## src/rtl/lzm_pkg.sv

```systemverilog
`timescale 1ns / 1ps

package lzm_pkg;

	localparam int unsigned OP_W     = 2;
	localparam int unsigned LAYER_W  = 8;
	localparam int unsigned HGT_W    = 9;
	localparam int unsigned STAT_W   = 2;
	localparam int unsigned COUNT_W  = 9;

	// Wide enough to index 1024 slots.
	localparam int unsigned POS_W    = 10;
	localparam int unsigned VIS_W    = 11;
	localparam int unsigned CW       = 12;

	localparam logic [OP_W-1:0] OP_ALLOC = 2'd0;
	localparam logic [OP_W-1:0] OP_SET   = 2'd1;
	localparam logic [OP_W-1:0] OP_FREE  = 2'd2;
	localparam logic [OP_W-1:0] OP_NONE  = 2'd3;

	localparam logic [STAT_W-1:0] STAT_OK        = 2'd0;
	localparam logic [STAT_W-1:0] STAT_NO_FREE   = 2'd1;
	localparam logic [STAT_W-1:0] STAT_NOT_ALLOC = 2'd2;

	localparam logic signed [CW-1:0] HGT_HIDDEN = '1;

	typedef enum logic [1:0] {
		SH_NONE,
		SH_LEFT,
		SH_RIGHT
	} shift_t;

	typedef struct packed {
		logic               free_hit;
		logic [POS_W-1:0]   free_idx;
		logic               lay_hit;
		logic [POS_W-1:0]   lay_pos;
		logic               lay_used;
	} scan_t;

	typedef struct packed {
		logic [LAYER_W-1:0] lay;
		logic [VIS_W-1:0]   vis;
	} probe_t;

	typedef struct packed {
		shift_t                 shift;
		logic signed [CW-1:0]   sh_lo;
		logic signed [CW-1:0]   sh_hi;
		logic                   wr_en;
		logic [POS_W-1:0]       wr_pos;
		logic [LAYER_W-1:0]     wr_lay;
		logic                   use_set;
		logic                   use_clr;
		logic [POS_W-1:0]       use_slot;
	} cell_cmd_t;

endpackage

```

## src/rtl/lzm_cell.sv

```systemverilog
`timescale 1ns / 1ps

module lzm_cell #(
	parameter int unsigned IDX = 0
) (
	input  logic                         clk,
	input  logic                         arst_n,
	input  lzm_pkg::probe_t              probe,
	input  lzm_pkg::scan_t               scan_in,
	output lzm_pkg::scan_t               scan_out,
	input  lzm_pkg::cell_cmd_t           cmd,
	input  logic [lzm_pkg::LAYER_W-1:0]  left_ord,
	input  logic [lzm_pkg::LAYER_W-1:0]  right_ord,
	output logic [lzm_pkg::LAYER_W-1:0]  ord
);

	localparam logic [lzm_pkg::POS_W-1:0]      IDX_P = lzm_pkg::POS_W'(IDX);
	localparam logic [lzm_pkg::VIS_W-1:0]      IDX_V = lzm_pkg::VIS_W'(IDX);
	localparam logic signed [lzm_pkg::CW-1:0]  IDX_S = lzm_pkg::CW'(IDX);

	logic [lzm_pkg::LAYER_W-1:0] ord_q;
	logic                        use_q;
	lzm_pkg::scan_t              scan_q;
	logic                        active;
	logic                        self_slot;
	logic                        in_rng;

	assign active    = IDX_V < probe.vis;
	assign self_slot = lzm_pkg::POS_W'(probe.lay) == IDX_P;
	assign in_rng    = (IDX_S >= cmd.sh_lo) && (IDX_S <= cmd.sh_hi);

	// The search wave moves one cell to the right in every cycle.
	always_ff @(posedge clk) begin
		scan_q.free_hit <= scan_in.free_hit | ~use_q;
		scan_q.free_idx <= scan_in.free_hit ? scan_in.free_idx : IDX_P;
		scan_q.lay_hit  <= scan_in.lay_hit | (active && (ord_q == probe.lay));
		scan_q.lay_pos  <= scan_in.lay_hit ? scan_in.lay_pos : IDX_P;
		scan_q.lay_used <= scan_in.lay_used | (self_slot & use_q);
	end

	always_ff @(posedge clk) begin
		if (cmd.wr_en && (cmd.wr_pos == IDX_P)) begin
			ord_q <= cmd.wr_lay;
		end else if (in_rng && (cmd.shift == lzm_pkg::SH_LEFT)) begin
			ord_q <= left_ord;
		end else if (in_rng && (cmd.shift == lzm_pkg::SH_RIGHT)) begin
			ord_q <= right_ord;
		end
	end

	always_ff @(posedge clk or negedge arst_n) begin
		if (!arst_n) begin
			use_q <= 1'b0;
		end else if (cmd.use_set && (cmd.use_slot == IDX_P)) begin
			use_q <= 1'b1;
		end else if (cmd.use_clr && (cmd.use_slot == IDX_P)) begin
			use_q <= 1'b0;
		end
	end

	assign scan_out = scan_q;
	assign ord      = ord_q;

endmodule

```

## config.mk

```make
export PLATFORM = sky130hd
export DESIGN_NAME = lzm_cell
export DESIGN_NICKNAME = d
export VERILOG_FILES = /design/src/rtl/lzm_pkg.sv /design/src/rtl/lzm_cell.sv
export SDC_FILE = /design/constraint.sdc
export NUM_CORES = 1
export LEC_CHECK = 0
export ABC_AREA = 1
export BUFFER_PORTS_ARGS = -buffer_cell sky130_fd_sc_hd__buf_2
export CAP_MARGIN = 10
export CELL_PAD_IN_SITES_DETAIL_PLACEMENT = 1
export CELL_PAD_IN_SITES_GLOBAL_PLACEMENT = 1
export CORE_MARGIN = 2
export CORE_UTILIZATION = 22
export DETAILED_ROUTE_END_ITERATION = 8
export PLACE_DENSITY = 0.75
export SLEW_MARGIN = 25
export SYNTH_ARGS = -nofsm -noshare
export SYNTH_HDL_FRONTEND = slang
export SYNTH_SLANG_ARGS = --single-unit
```

## constraint.sdc

```tcl
create_clock -name clk -period 1.2 [get_ports clk]
set_clock_uncertainty 0.05 [all_clocks]
set_input_delay 0.18 -clock clk [delete_from_list [all_inputs] [get_ports clk]]
set_output_delay 0.18 -clock clk [all_outputs]
set_load 0.01 [all_outputs]
```

==> flow_metrics.env <==
export IMPL_p_per_area_nw_per_um2=1000
export IMPL_grt_pass1_vias=1815
export IMPL_synth_seq_cells=32
export IMPL_fin_crit_sh=0.9510
export IMPL_grt_usage=0.1293
export IMPL_hp_class="input port to flip-flop"
export IMPL_coreArea_sq_um=6719
export IMPL_rrSetupSlack_ns=0.12
export IMPL_vdd_drop_max_uv=363.1
export IMPL_syn_area_sq_um=1510
export IMPL_slew_violations=0
export IMPL_dp_hpwl_um=4418
export IMPL_finalWirelength_um=4908
export IMPL_numCtsBuffers=5
export IMPL_startpoint_type="input port"
export IMPL_clock_latency_ns=0.27
export IMPL_ioPinCount=148
export IMPL_cts_setup_buffers=0
export IMPL_syn2layout_area_growth_pct=60.89
export IMPL_cts_max_level=2
export IMPL_syn_area_per_cell_sq_um=7.476
export IMPL_cp_top_family="simple AND/OR/NAND/NOR gates"
export IMPL_setup_viol=0
export IMPL_final_nets=464
export IMPL_grt_max_degree=12
export IMPL_drc=0
export IMPL_die_area_sq_um=7543
export IMPL_p_leak_nw=1.430
export IMPL_critical_path_peak_fanout=10
export IMPL_hold_start="scan_in[5]"
export IMPL_crit_type="input port to flip-flop"
export IMPL_synth_seq_area_share=0.4805
export IMPL_fp_dieW_um=86.85
export IMPL_wl_per_cell_um=11.47
export IMPL_port_buffers=136
export IMPL_grt_pass1_wl_um=7755
export IMPL_clock_fmax_ghz=0.8762
export IMPL_via_count=1743
export IMPL_dp_cells=419
export IMPL_antenna_left=0
export IMPL_clk_pin_slew_worst_paths_ns=0.07
export IMPL_final_cell_mix="136 x buf_2, 58 x nand2_1, 33 x inv_1"
export IMPL_rsz0062_at_grt="false"
export IMPL_crit_chain="buf_2, nor2_4, nand2_1, nor2_2, nand2_2, nand2_4, nand4_1, nand3_4"
export IMPL_syn_nets=319
export IMPL_status="finished, final reports clean"
export IMPL_final_hold_violation_count=0
export IMPL_firstDrtPassIters=4
export IMPL_slowest_stage="nand4_1"
export IMPL_min_to="scan_out[5]"
export IMPL_reg2reg_depth=5
export IMPL_finalCriticalPeriod_ns=1.141
export IMPL_clockBufferDepth=2
export IMPL_clockRootBuffer="clkbuf_8"
export IMPL_min_delay_path_depth=3
export IMPL_final_cells=428
export IMPL_clock_sinks=32
export IMPL_max_stage_delay_ns=0.18
export IMPL_worstPathRequired_ns=1.13
export IMPL_antenna_found_initial=0
export IMPL_synth_cell_types=24
export IMPL_fin_tns_setup_ns=0
export IMPL_timing_rr_start="ord[7]"
export IMPL_critPathArrivalTime_ns=1.07
export IMPL_drive_above_1_share=0.4885
export IMPL_place_congestion=0.7810
export IMPL_end_kind="flip-flop"
export IMPL_rows=30
export IMPL_initial_utilization=0.2248
export IMPL_layout_commonest_cell="buf_2"
export IMPL_viasPerCell=4.072
export IMPL_drt_iter0_markers=31
export IMPL_dieHeight_um=86.85
export IMPL_antennaDiodeCount=0
export IMPL_worst_pin_slew_ns=0.2735
export IMPL_slew_headroom=0.8160
export IMPL_critPathBufInv=1
export IMPL_yosys_warnings=0
export IMPL_pre_cts_slack_ns=-0.2433
export IMPL_grt_overflow=0
export IMPL_cts_tree="done"
export IMPL_n_fill_cell=874
export IMPL_synth_cells=202
export IMPL_r2r_end="scan_out[11]"
export IMPL_setup_ws_ns=0.05876
export IMPL_drv_cap=0
## sequential cells by signal, indices dropped and copies added, names as in the netlist
name,flops
scan_out,23
ord,8
use_q,1
## area by class of cell
cell class	count	area [sq um]	share of cell area
multi-input combinational	121	623.1	0.2564
clock buffer	5	68.82	0.02832
clock inverter	3	18.77	0.007724
sequential	32	725.7	0.2987
inverter	47	180.2	0.07415
timing repair buffer	140	713.2	0.2935
tap	80	100.1	0.04119
## timing repair
action,CTS,global route
hold buffers,1,0
setup endpoints to repair,0,5
gates resized for setup,0,2
endpoints found under the hold margin,1,0
## cell families after synthesis
kind of cell	share of synthesized area
flops	0.4805
compound gates	0.005801
buf+inv	0.1218
xor+xnor	0.02900
simple gates	0.3629
## per-layer routing
| layer | global-route usage | routed length (um) |
|---|---|---|
| met4 | 0.02983 | 32 |
| met1 | 0.1393 | 1879 |
| met3 | 0.03602 | 535 |
| met5 | 0 | 0 |
| met2 | 0.2471 | 2461 |
## cells in the mapped netlist
cell / count / area (sq um)
nand2_1: 58 / 217.7
inv_1: 34 / 127.6
dfxtp_1: 23 / 460.4
nor2_1: 15 / 56.30
nand3_1: 14 / 70.07
inv_2: 12 / 45.04
nand4_1: 10 / 62.56
edfxtp_1: 8 / 240.2
nor4_1: 4 / 25.02
nor3_1: 3 / 15.01
xnor2_1: 3 / 26.28
clkbuf_1: 2 / 7.510
nand3_4: 2 / 35.03
nor2_2: 2 / 12.51
or2_1: 2 / 12.51
xor2_1: 2 / 17.52
a31o_1: 1 / 8.760
and2_1: 1 / 6.260
clkinv_1: 1 / 3.750
dfrtp_1: 1 / 25.02
nand2_2: 1 / 6.260
nand2_4: 1 / 11.26
nor2_4: 1 / 11.26
or2_0: 1 / 6.260
## worst register-to-register path: stages, from the launching register on
cell and delay [ns]:
edfxtp_1 0.42, or2_0 0.24, nand4_1 0.11, nor2_2 0.05, nand3_1 0.08, nand2_1 0.05
## stage by stage
step / total power [W] / util / hold WS [ns] / instance area [sq um]
2_1_floorplan: 0.001387 / - / -0.1656 / 1530
3_3_place_gp: 0.001651 / 0.3462 / -0.09061 / 2326
3_5_place_dp: 0.001670 / 0.3462 / -0.08569 / 2326
4_1_cts: 0.002479 / 0.3607 / 0.02144 / 2424
5_1_grt: 0.002576 / 0.3616 / 0.03016 / 2430
6_report: 0.002430 / 0.3616 / 0.03377 / 2430
## worst max path at each step
stage	depth (start not counted)	slack, ns	to	from
2_1_floorplan	7	0.005	ord[0]	cmd[43]
3_3_place_gp	8	-0.19	ord[5]	cmd[43]
5_1_grt	8	0.002	ord[1]	cmd[43]
4_1_cts	8	0.05	ord[6]	cmd[43]
6_report	8	0.06	ord[6]	cmd[43]
3_5_place_dp	8	-0.24	ord[6]	cmd[43]
## power breakdown
group / leakage (nW) / total (W) / internal, W / switching (W)
registers: 0.279 / 0.00119 / 0.00117 / 0.0000213
logic: 1.10 / 0.000452 / 0.000230 / 0.000222
clock network: 0.0479 / 0.000790 / 0.000403 / 0.000387
total: 1.43 / 0.00243 / 0.00180 / 0.000631
Power figures use the tool's default switching activity.
