===== src/rtl/lzm_pkg.sv =====
`timescale 1ns / 1ps

package lzm_pkg;

	localparam int unsigned OP_W     = 2;
	localparam int unsigned LAYER_W  = 8;
	localparam int unsigned HGT_W    = 9;
	localparam int unsigned STAT_W   = 2;
	localparam int unsigned COUNT_W  = 9;

	// Wide enough to index 1024 slots.
	localparam int unsigned POS_W    = 10;
	localparam int unsigned VIS_W    = 11;
	localparam int unsigned CW       = 12;

	localparam logic [OP_W-1:0] OP_ALLOC = 2'd0;
	localparam logic [OP_W-1:0] OP_SET   = 2'd1;
	localparam logic [OP_W-1:0] OP_FREE  = 2'd2;
	localparam logic [OP_W-1:0] OP_NONE  = 2'd3;

	localparam logic [STAT_W-1:0] STAT_OK        = 2'd0;
	localparam logic [STAT_W-1:0] STAT_NO_FREE   = 2'd1;
	localparam logic [STAT_W-1:0] STAT_NOT_ALLOC = 2'd2;

	localparam logic signed [CW-1:0] HGT_HIDDEN = '1;

	typedef enum logic [1:0] {
		SH_NONE,
		SH_LEFT,
		SH_RIGHT
	} shift_t;

	typedef struct packed {
		logic               free_hit;
		logic [POS_W-1:0]   free_idx;
		logic               lay_hit;
		logic [POS_W-1:0]   lay_pos;
		logic               lay_used;
	} scan_t;

	typedef struct packed {
		logic [LAYER_W-1:0] lay;
		logic [VIS_W-1:0]   vis;
	} probe_t;

	typedef struct packed {
		shift_t                 shift;
		logic signed [CW-1:0]   sh_lo;
		logic signed [CW-1:0]   sh_hi;
		logic                   wr_en;
		logic [POS_W-1:0]       wr_pos;
		logic [LAYER_W-1:0]     wr_lay;
		logic                   use_set;
		logic                   use_clr;
		logic [POS_W-1:0]       use_slot;
	} cell_cmd_t;

endpackage


===== src/rtl/lzm_if.sv =====
`timescale 1ns / 1ps

interface lzm_req_if;
	logic                                  valid;
	logic                                  ready;
	logic [lzm_pkg::OP_W-1:0]              opcode;
	logic [lzm_pkg::LAYER_W-1:0]           layer;
	logic signed [lzm_pkg::HGT_W-1:0]      requested_height;

	modport source (output valid, opcode, layer, requested_height, input ready);
	modport sink   (input valid, opcode, layer, requested_height, output ready);
endinterface

interface lzm_rsp_if;
	logic                                  valid;
	logic                                  ready;
	logic [lzm_pkg::STAT_W-1:0]            status;
	logic [lzm_pkg::LAYER_W-1:0]           layer_out;
	logic signed [lzm_pkg::HGT_W-1:0]      new_height;
	logic [lzm_pkg::COUNT_W-1:0]           visible_count;
	logic                                  redraw_valid;
	logic [lzm_pkg::HGT_W-1:0]             map_from;
	logic [lzm_pkg::HGT_W-1:0]             redraw_low;
	logic signed [lzm_pkg::HGT_W-1:0]      redraw_high;

	modport source (output valid, status, layer_out, new_height, visible_count, redraw_valid,
		map_from, redraw_low, redraw_high, input ready);
	modport sink   (input valid, status, layer_out, new_height, visible_count, redraw_valid,
		map_from, redraw_low, redraw_high, output ready);
endinterface


===== src/rtl/lzm_ctrl.sv =====
`timescale 1ns / 1ps

module lzm_ctrl #(
	parameter int unsigned LAYERS = 256
) (
	input  logic                 clk,
	input  logic                 arst_n,
	lzm_req_if.sink              req,
	lzm_rsp_if.source            rsp,
	input  lzm_pkg::scan_t       scan_res,
	output lzm_pkg::probe_t      probe,
	output lzm_pkg::cell_cmd_t   cmd
);

	localparam int unsigned CW = lzm_pkg::CW;
	localparam logic [lzm_pkg::POS_W-1:0] LAST = lzm_pkg::POS_W'(LAYERS - 1);

	typedef enum logic [1:0] {
		ST_IDLE,
		ST_SCAN,
		ST_CALC,
		ST_APPLY
	} state_t;

	state_t                              state_q;
	logic [lzm_pkg::POS_W-1:0]           cnt_q;
	logic [lzm_pkg::OP_W-1:0]            op_q;
	logic [lzm_pkg::LAYER_W-1:0]         lay_q;
	logic signed [lzm_pkg::HGT_W-1:0]    rh_q;
	logic [lzm_pkg::VIS_W-1:0]           vis_q;
	logic signed [CW-1:0]                old_q;
	logic signed [CW-1:0]                h_q;

	logic                                rsp_valid_q;
	logic [lzm_pkg::STAT_W-1:0]          status_q;
	logic [lzm_pkg::LAYER_W-1:0]         layer_out_q;
	logic signed [lzm_pkg::HGT_W-1:0]    new_height_q;
	logic [lzm_pkg::COUNT_W-1:0]         visible_count_q;
	logic                                redraw_valid_q;
	logic [lzm_pkg::HGT_W-1:0]           map_from_q;
	logic [lzm_pkg::HGT_W-1:0]           redraw_low_q;
	logic signed [lzm_pkg::HGT_W-1:0]    redraw_high_q;

	logic signed [CW-1:0]                top_c;
	logic signed [CW-1:0]                old_c;
	logic signed [CW-1:0]                h_c;
	logic                                commit;

	logic [lzm_pkg::STAT_W-1:0]          status_d;
	logic [lzm_pkg::LAYER_W-1:0]         layer_d;
	logic signed [CW-1:0]                new_d;
	logic [lzm_pkg::VIS_W-1:0]           vis_d;
	logic                                redraw_d;
	logic signed [CW-1:0]                mf_d;
	logic signed [CW-1:0]                lo_d;
	logic signed [CW-1:0]                hi_d;
	lzm_pkg::cell_cmd_t                  cmd_d;

	assign top_c  = CW'(vis_q) - CW'(1);
	assign commit = (state_q == ST_APPLY) && (!rsp_valid_q || rsp.ready);

	always_comb begin
		old_c = scan_res.lay_hit ? CW'(scan_res.lay_pos) : lzm_pkg::HGT_HIDDEN;
		h_c   = CW'(rh_q);
		if (h_c > top_c + CW'(1)) begin
			h_c = top_c + CW'(1);
		end
		if ((old_c >= 0) && (h_c > top_c)) begin
			h_c = top_c;
		end
		if (h_c < lzm_pkg::HGT_HIDDEN) begin
			h_c = lzm_pkg::HGT_HIDDEN;
		end
		if (op_q == lzm_pkg::OP_FREE) begin
			h_c = lzm_pkg::HGT_HIDDEN;
		end
	end

	always_comb begin
		cmd_d          = '0;
		cmd_d.shift    = lzm_pkg::SH_NONE;
		cmd_d.wr_lay   = lay_q;
		cmd_d.use_slot = lzm_pkg::POS_W'(lay_q);
		status_d       = lzm_pkg::STAT_OK;
		layer_d        = lay_q;
		new_d          = lzm_pkg::HGT_HIDDEN;
		vis_d          = vis_q;
		redraw_d       = 1'b0;
		mf_d           = '0;
		lo_d           = '0;
		hi_d           = lzm_pkg::HGT_HIDDEN;
		if (op_q == lzm_pkg::OP_ALLOC) begin
			if (scan_res.free_hit) begin
				cmd_d.use_set  = 1'b1;
				cmd_d.use_slot = scan_res.free_idx;
				layer_d        = scan_res.free_idx[lzm_pkg::LAYER_W-1:0];
			end else begin
				status_d = lzm_pkg::STAT_NO_FREE;
				layer_d  = '0;
			end
		end else if ((op_q == lzm_pkg::OP_NONE) || !scan_res.lay_used) begin
			status_d = lzm_pkg::STAT_NOT_ALLOC;
		end else begin
			new_d = h_q;
			cmd_d.use_clr = (op_q == lzm_pkg::OP_FREE);
			if (old_q > h_q) begin
				redraw_d = 1'b1;
				if (h_q >= 0) begin
					cmd_d.shift  = lzm_pkg::SH_LEFT;
					cmd_d.sh_lo  = h_q + CW'(1);
					cmd_d.sh_hi  = old_q;
					cmd_d.wr_en  = 1'b1;
					cmd_d.wr_pos = h_q[lzm_pkg::POS_W-1:0];
					mf_d         = h_q + CW'(1);
					lo_d         = h_q + CW'(1);
					hi_d         = old_q;
				end else begin
					cmd_d.shift = lzm_pkg::SH_RIGHT;
					cmd_d.sh_lo = old_q;
					cmd_d.sh_hi = top_c - CW'(1);
					vis_d       = vis_q - lzm_pkg::VIS_W'(1);
					hi_d        = old_q - CW'(1);
				end
			end else if (old_q < h_q) begin
				redraw_d     = 1'b1;
				cmd_d.wr_en  = 1'b1;
				cmd_d.wr_pos = h_q[lzm_pkg::POS_W-1:0];
				if (old_q >= 0) begin
					cmd_d.shift = lzm_pkg::SH_RIGHT;
					cmd_d.sh_lo = old_q;
					cmd_d.sh_hi = h_q - CW'(1);
				end else begin
					cmd_d.shift = lzm_pkg::SH_LEFT;
					cmd_d.sh_lo = h_q + CW'(1);
					cmd_d.sh_hi = top_c + CW'(1);
					vis_d       = vis_q + lzm_pkg::VIS_W'(1);
				end
				mf_d = h_q;
				lo_d = h_q;
				hi_d = h_q;
			end
		end
	end

	always_comb begin
		cmd = cmd_d;
		if (!commit) begin
			cmd.shift   = lzm_pkg::SH_NONE;
			cmd.wr_en   = 1'b0;
			cmd.use_set = 1'b0;
			cmd.use_clr = 1'b0;
		end
	end

	always_ff @(posedge clk or negedge arst_n) begin
		if (!arst_n) begin
			state_q     <= ST_IDLE;
			vis_q       <= '0;
			rsp_valid_q <= 1'b0;
		end else begin
			if (commit) begin
				rsp_valid_q <= 1'b1;
			end else if (rsp.ready) begin
				rsp_valid_q <= 1'b0;
			end
			case (state_q)
				ST_IDLE: begin
					if (req.valid) begin
						op_q    <= req.opcode;
						lay_q   <= req.layer;
						rh_q    <= req.requested_height;
						cnt_q   <= '0;
						state_q <= ST_SCAN;
					end
				end
				ST_SCAN: begin
					cnt_q <= cnt_q + lzm_pkg::POS_W'(1);
					if (cnt_q == LAST) begin
						state_q <= ST_CALC;
					end
				end
				ST_CALC: begin
					old_q   <= old_c;
					h_q     <= h_c;
					state_q <= ST_APPLY;
				end
				ST_APPLY: begin
					if (commit) begin
						status_q        <= status_d;
						layer_out_q     <= layer_d;
						new_height_q    <= new_d[lzm_pkg::HGT_W-1:0];
						visible_count_q <= vis_d[lzm_pkg::COUNT_W-1:0];
						redraw_valid_q  <= redraw_d;
						map_from_q      <= mf_d[lzm_pkg::HGT_W-1:0];
						redraw_low_q    <= lo_d[lzm_pkg::HGT_W-1:0];
						redraw_high_q   <= hi_d[lzm_pkg::HGT_W-1:0];
						vis_q           <= vis_d;
						state_q         <= ST_IDLE;
					end
				end
				default: begin
					state_q <= ST_IDLE;
				end
			endcase
		end
	end

	assign req.ready         = (state_q == ST_IDLE);
	assign probe.lay         = lay_q;
	assign probe.vis         = vis_q;

	assign rsp.valid         = rsp_valid_q;
	assign rsp.status        = status_q;
	assign rsp.layer_out     = layer_out_q;
	assign rsp.new_height    = new_height_q;
	assign rsp.visible_count = visible_count_q;
	assign rsp.redraw_valid  = redraw_valid_q;
	assign rsp.map_from      = map_from_q;
	assign rsp.redraw_low    = redraw_low_q;
	assign rsp.redraw_high   = redraw_high_q;

endmodule


===== src/flat_wrapper.sv =====
// flat-port wrapper written by rule: the top's interface ports become plain ports
module lzm_ctrl_flat 
#(
	parameter int unsigned LAYERS = 256
)
  (clk, arst_n, scan_res, probe, cmd, req_valid, req_opcode, req_layer, req_requested_height, req_ready, rsp_valid, rsp_status, rsp_layer_out, rsp_new_height, rsp_visible_count, rsp_redraw_valid, rsp_map_from, rsp_redraw_low, rsp_redraw_high, rsp_ready);
  lzm_req_if req_i ();
  lzm_rsp_if rsp_i ();
  input  logic clk;
  input  logic arst_n;
  input  lzm_pkg::scan_t scan_res;
  output lzm_pkg::probe_t probe;
  output lzm_pkg::cell_cmd_t cmd;
  input wire logic [$bits(req_i.valid)-1:0] req_valid;
  input wire logic [$bits(req_i.opcode)-1:0] req_opcode;
  input wire logic [$bits(req_i.layer)-1:0] req_layer;
  input wire logic [$bits(req_i.requested_height)-1:0] req_requested_height;
  output wire logic [$bits(req_i.ready)-1:0] req_ready;
  output wire logic [$bits(rsp_i.valid)-1:0] rsp_valid;
  output wire logic [$bits(rsp_i.status)-1:0] rsp_status;
  output wire logic [$bits(rsp_i.layer_out)-1:0] rsp_layer_out;
  output wire logic [$bits(rsp_i.new_height)-1:0] rsp_new_height;
  output wire logic [$bits(rsp_i.visible_count)-1:0] rsp_visible_count;
  output wire logic [$bits(rsp_i.redraw_valid)-1:0] rsp_redraw_valid;
  output wire logic [$bits(rsp_i.map_from)-1:0] rsp_map_from;
  output wire logic [$bits(rsp_i.redraw_low)-1:0] rsp_redraw_low;
  output wire logic [$bits(rsp_i.redraw_high)-1:0] rsp_redraw_high;
  input wire logic [$bits(rsp_i.ready)-1:0] rsp_ready;
  assign req_i.valid = req_valid;
  assign req_i.opcode = req_opcode;
  assign req_i.layer = req_layer;
  assign req_i.requested_height = req_requested_height;
  assign req_ready = req_i.ready;
  assign rsp_valid = rsp_i.valid;
  assign rsp_status = rsp_i.status;
  assign rsp_layer_out = rsp_i.layer_out;
  assign rsp_new_height = rsp_i.new_height;
  assign rsp_visible_count = rsp_i.visible_count;
  assign rsp_redraw_valid = rsp_i.redraw_valid;
  assign rsp_map_from = rsp_i.map_from;
  assign rsp_redraw_low = rsp_i.redraw_low;
  assign rsp_redraw_high = rsp_i.redraw_high;
  assign rsp_i.ready = rsp_ready;
  lzm_ctrl #(.LAYERS(LAYERS)) u_core (.clk(clk), .arst_n(arst_n), .req(req_i), .rsp(rsp_i), .scan_res(scan_res), .probe(probe), .cmd(cmd));
endmodule

===== config.mk =====
export PLATFORM = sky130hd
export DESIGN_NAME = lzm_ctrl_flat
export DESIGN_NICKNAME = d
export VERILOG_FILES = /design/src/rtl/lzm_pkg.sv /design/src/rtl/lzm_if.sv /design/src/rtl/lzm_ctrl.sv /design/src/flat_wrapper.sv
export SDC_FILE = /design/constraint.sdc
export NUM_CORES = 1
export LEC_CHECK = 0
export ABC_CLOCK_PERIOD_IN_PS = 7000
export BUFFER_PORTS_ARGS = -buffer_cell sky130_fd_sc_hd__buf_2
export CAP_MARGIN = 20
export CORE_MARGIN = 3
export CORE_UTILIZATION = 30
export CTS_BUF_LIST = sky130_fd_sc_hd__clkbuf_8
export DETAILED_ROUTE_END_ITERATION = 6
export PLACE_DENSITY_LB_ADDON = 0.1
export SLEW_MARGIN = 20
export SYNTH_ARGS = -nofsm -noshare
export SYNTH_HDL_FRONTEND = slang
export SYNTH_SLANG_ARGS = --single-unit
export TNS_END_PERCENT = 100

===== constraint.sdc =====
create_clock -name clk -period 7 [get_ports clk]
set_input_delay 0.7 -clock clk [delete_from_list [all_inputs] [get_ports clk]]
set_output_delay 0.7 -clock clk [all_outputs]
set_load 0.005 [all_outputs]

==> results.toml <==
[synth]
syn_nets = 986
synth_top_area_frac = 0.353
synthTopCellsByArea = "edfxtp_1 (35%), ha_1 (7.3%), xnor2_1 (5.2%)"
synth_area_um2 = 8430
yosys_warnings = 0
synth_edf_count = 99
yosys.area.top_type = "edfxtp_1"
synth.distinct_cells = 80
avgSynthCellArea_um2 = 9.46
synth_ff_type = "edfxtp_1"
ys_seq_area_frac = 0.394
synth-seq-cells = 113
netlist_instances = 891
synthArstFlopShare = 0.124

[place]
io_buffer_count = 179
dpl_worst_slack_ns = 0.108
dp_hpwl_um = 21700
place.gp.congestion = 0.914

[clock_network]
insertion_delay_ns = 0.45
cts.clk_slew.worst_paths_ns = 0.09
max-clock-path-buffers = 2
htree_levels = 4
cts_tree = "yes"
hold_buffers = 0
cts_root_buffer = "clkbuf_8"
cts_made_buffers = 17
cts.sinks = 113

[pwr]
leakagePower_nw = 4.19
design_power_total_mw = 3.60
pwr_density_cell_nw_per_um2 = 355
max-vdd-ir-drop_uv = 103

[worst_setup_path]
critPathMaxFanout = 15
start_kind = "flop"
critPathMaxStageDelay_ns = 0.46
slowest_stage = "dfrtp_1"
crit_type = "flop to flop"
path_common_cell = "o21a_1"
crit_start = "u_core.vis_q[1]"
worst_ep_required_time_ns = 7.17
r2r_start = "u_core.vis_q[1]"
endpoint_kind = "flop"
cp.arrival_ns = 6.76

[floorplan]
dieArea_um2 = 30100
die_w_um = 174
core-area_um2 = 27300
fp.dieH_um = 174
ioPinCount = 180
start_util = 0.309
num_rows = 60

[global_route]
track_usage = 0.188
grt_pass1_vias = 7352
antenna_found_initial = 0
grt_max_degree = 47
grt_pass1_wl_um = 44200
grt_overflow = 0

[detailed_routing]
firstDrtPassIters = 5
wl_per_cell_um = 20.0
wirelength_um = 28800
drc = 0
detail-route-antenna-nets = 0
vias = 7403
vias_per_cell = 5.13
drt_iter0_drc = 512

[outcome]
status = "finished, final reports clean"

[sta]
finalWorstSetupSlack_ns = 0.406
setup_violations = 0
tightest_slew_ns = 0.934
report.final.hold_viol_count = 0
drv_slew = 0
whs_ns = 0.169
final.min_clock_period_ns = 6.59
period_share = 0.942
timing.slew.headroom = 0.373
max_freq_mhz = 152
setup_tns_ns = 0
rsz0062_at_grt = "false"
worst_clock_skew_ns = 0.0163

[cells_and_area]
fill_cells = 2836
final_util = 0.371
n_antenna_cell = 0
syn_to_final_growth_pct = 20.1
drive_gt1_frac = 0.275
nNetsFinal = 1154
regArea_um2 = 3320
multi_input_area_um2 = 4610

[job]
cap_violations = 0

[min_path]
min_path_type = "input pin to asynchronous set/reset pin"
-- registers in the layout, indices dropped and copies added (netlist names), 2 cells and up --
signal                    count
u_core.h_q                   12
u_core.old_q                 11
u_core.vis_q                 11
u_core.cnt_q                 10
u_core.rh_q                   9
u_core.rsp.map_from           9
u_core.rsp.new_height         9
u_core.rsp.redraw_high        9
u_core.rsp.visible_count      9
u_core.lay_q                  8
u_core.rsp.layer_out          8
u_core.op_q                   2
u_core.rsp.status             2
u_core.state_q                2
-- worst max-delay path, delay by kind of cell (launching register included) --
kind,cells,cell delay [ns]
AOI/OAI and AO/OA,10,2.06
and+or+nand+nor,7,1.78
adders and majority gates,3,0.97
DFF,1,0.46
xor gates and xnor gates,2,0.45
muxes,1,0.32
buffers and inverters,2,0.26
-- worst paths after layout --
path	to	slack [ns]	cells after the start
worst min-delay path	u_core.rsp.valid	0.17	1
max in group asynchronous	u_core.vis_q[9]	6.52	1
worst min register to register	u_core.rsp.valid	0.58	2
min in group clk	u_core.lay_q[6]	0.41	1
worst max register to register	u_core.h_q[8]	0.41	25
worst max-delay path	u_core.h_q[8]	0.41	25
-- area by class of cell --
class                      instances  share of cell area
clock inverter                    15              0.0124
tap                              372              0.0460
clock buffer                      17              0.0231
multi-input combinational        661               0.455
inverter                          49              0.0182
sequential                       113               0.328
timing repair buffer             217               0.117
-- layout by cell type, fill, tap and decap left out, drive strengths merged, types with 14 or more instances in the layout --
cell type,n
edfxtp,99
mux2,19
a31oi,14
xnor2,54
nor3,26
xor2,17
and2,18
o21ai,29
ha,49
nand3,40
nand2b,19
dfrtp,14
clkbuf,17
and3,22
buf,217
a21oi,49
nand4,16
nor2,77
nand2,60
inv,52
-- what timing repair did --
item / 4_1_cts / 5_1_grt
setup endpoints to repair: 0 / 12
resized for setup: 0 / 3
setup buffers: 0 / 6
-- Yosys cell counts, types with 19 or more instances --
master / instances
a21oi_1: 48
and3_1: 22
clkbuf_1: 42
edfxtp_1: 99
ha_1: 49
inv_1: 44
nand2_1: 59
nand2b_1: 19
nand3_1: 40
nor2_1: 76
nor3_1: 25
o21ai_0: 28
xnor2_1: 50
-- per-layer routing --
layer  vias to the layer above  routed length, um  track usage
li1                       3589                  -            -
met1                      3573              13600        0.259
met2                       216              13100        0.300
met3                        25               1640       0.0392
met4                         0                462       0.0486
met5                         -                  0            0
-- through the flow --
stage                     cell area [um2]  instances
after global routing                10100       1444
after detailed placement             9700       1406
after floorplan                      8430        891
final                               10100       1444
after global placement               9700       1406
after CTS                           10100       1438
-- kinds of logic (layout without fill, tap and decap cells) --
group,count (synthesis),in the layout,synth area share
AO/OA/AOI/OAI,191,191,0.156
AND/OR/NAND/NOR,321,321,0.198
multiplexers,29,29,0.0387
XOR/XNOR,71,71,0.0773
flip-flops,113,113,0.394
adder cells (fa/ha/maj),49,49,0.0727
buffers and inverters,117,298,0.0628
-- where the power goes --
part / internal (mW) / switching (mW) / total (mW) / leakage, nW
sequential: 0.908 / 0.149 / 1.06 / 1.06
combinational: 0.762 / 1.18 / 1.94 / 2.94
clock: 0.255 / 0.343 / 0.599 / 0.180
total: 1.93 / 1.67 / 3.60 / 4.19
Note: power is estimated with default switching activity, not from simulation.
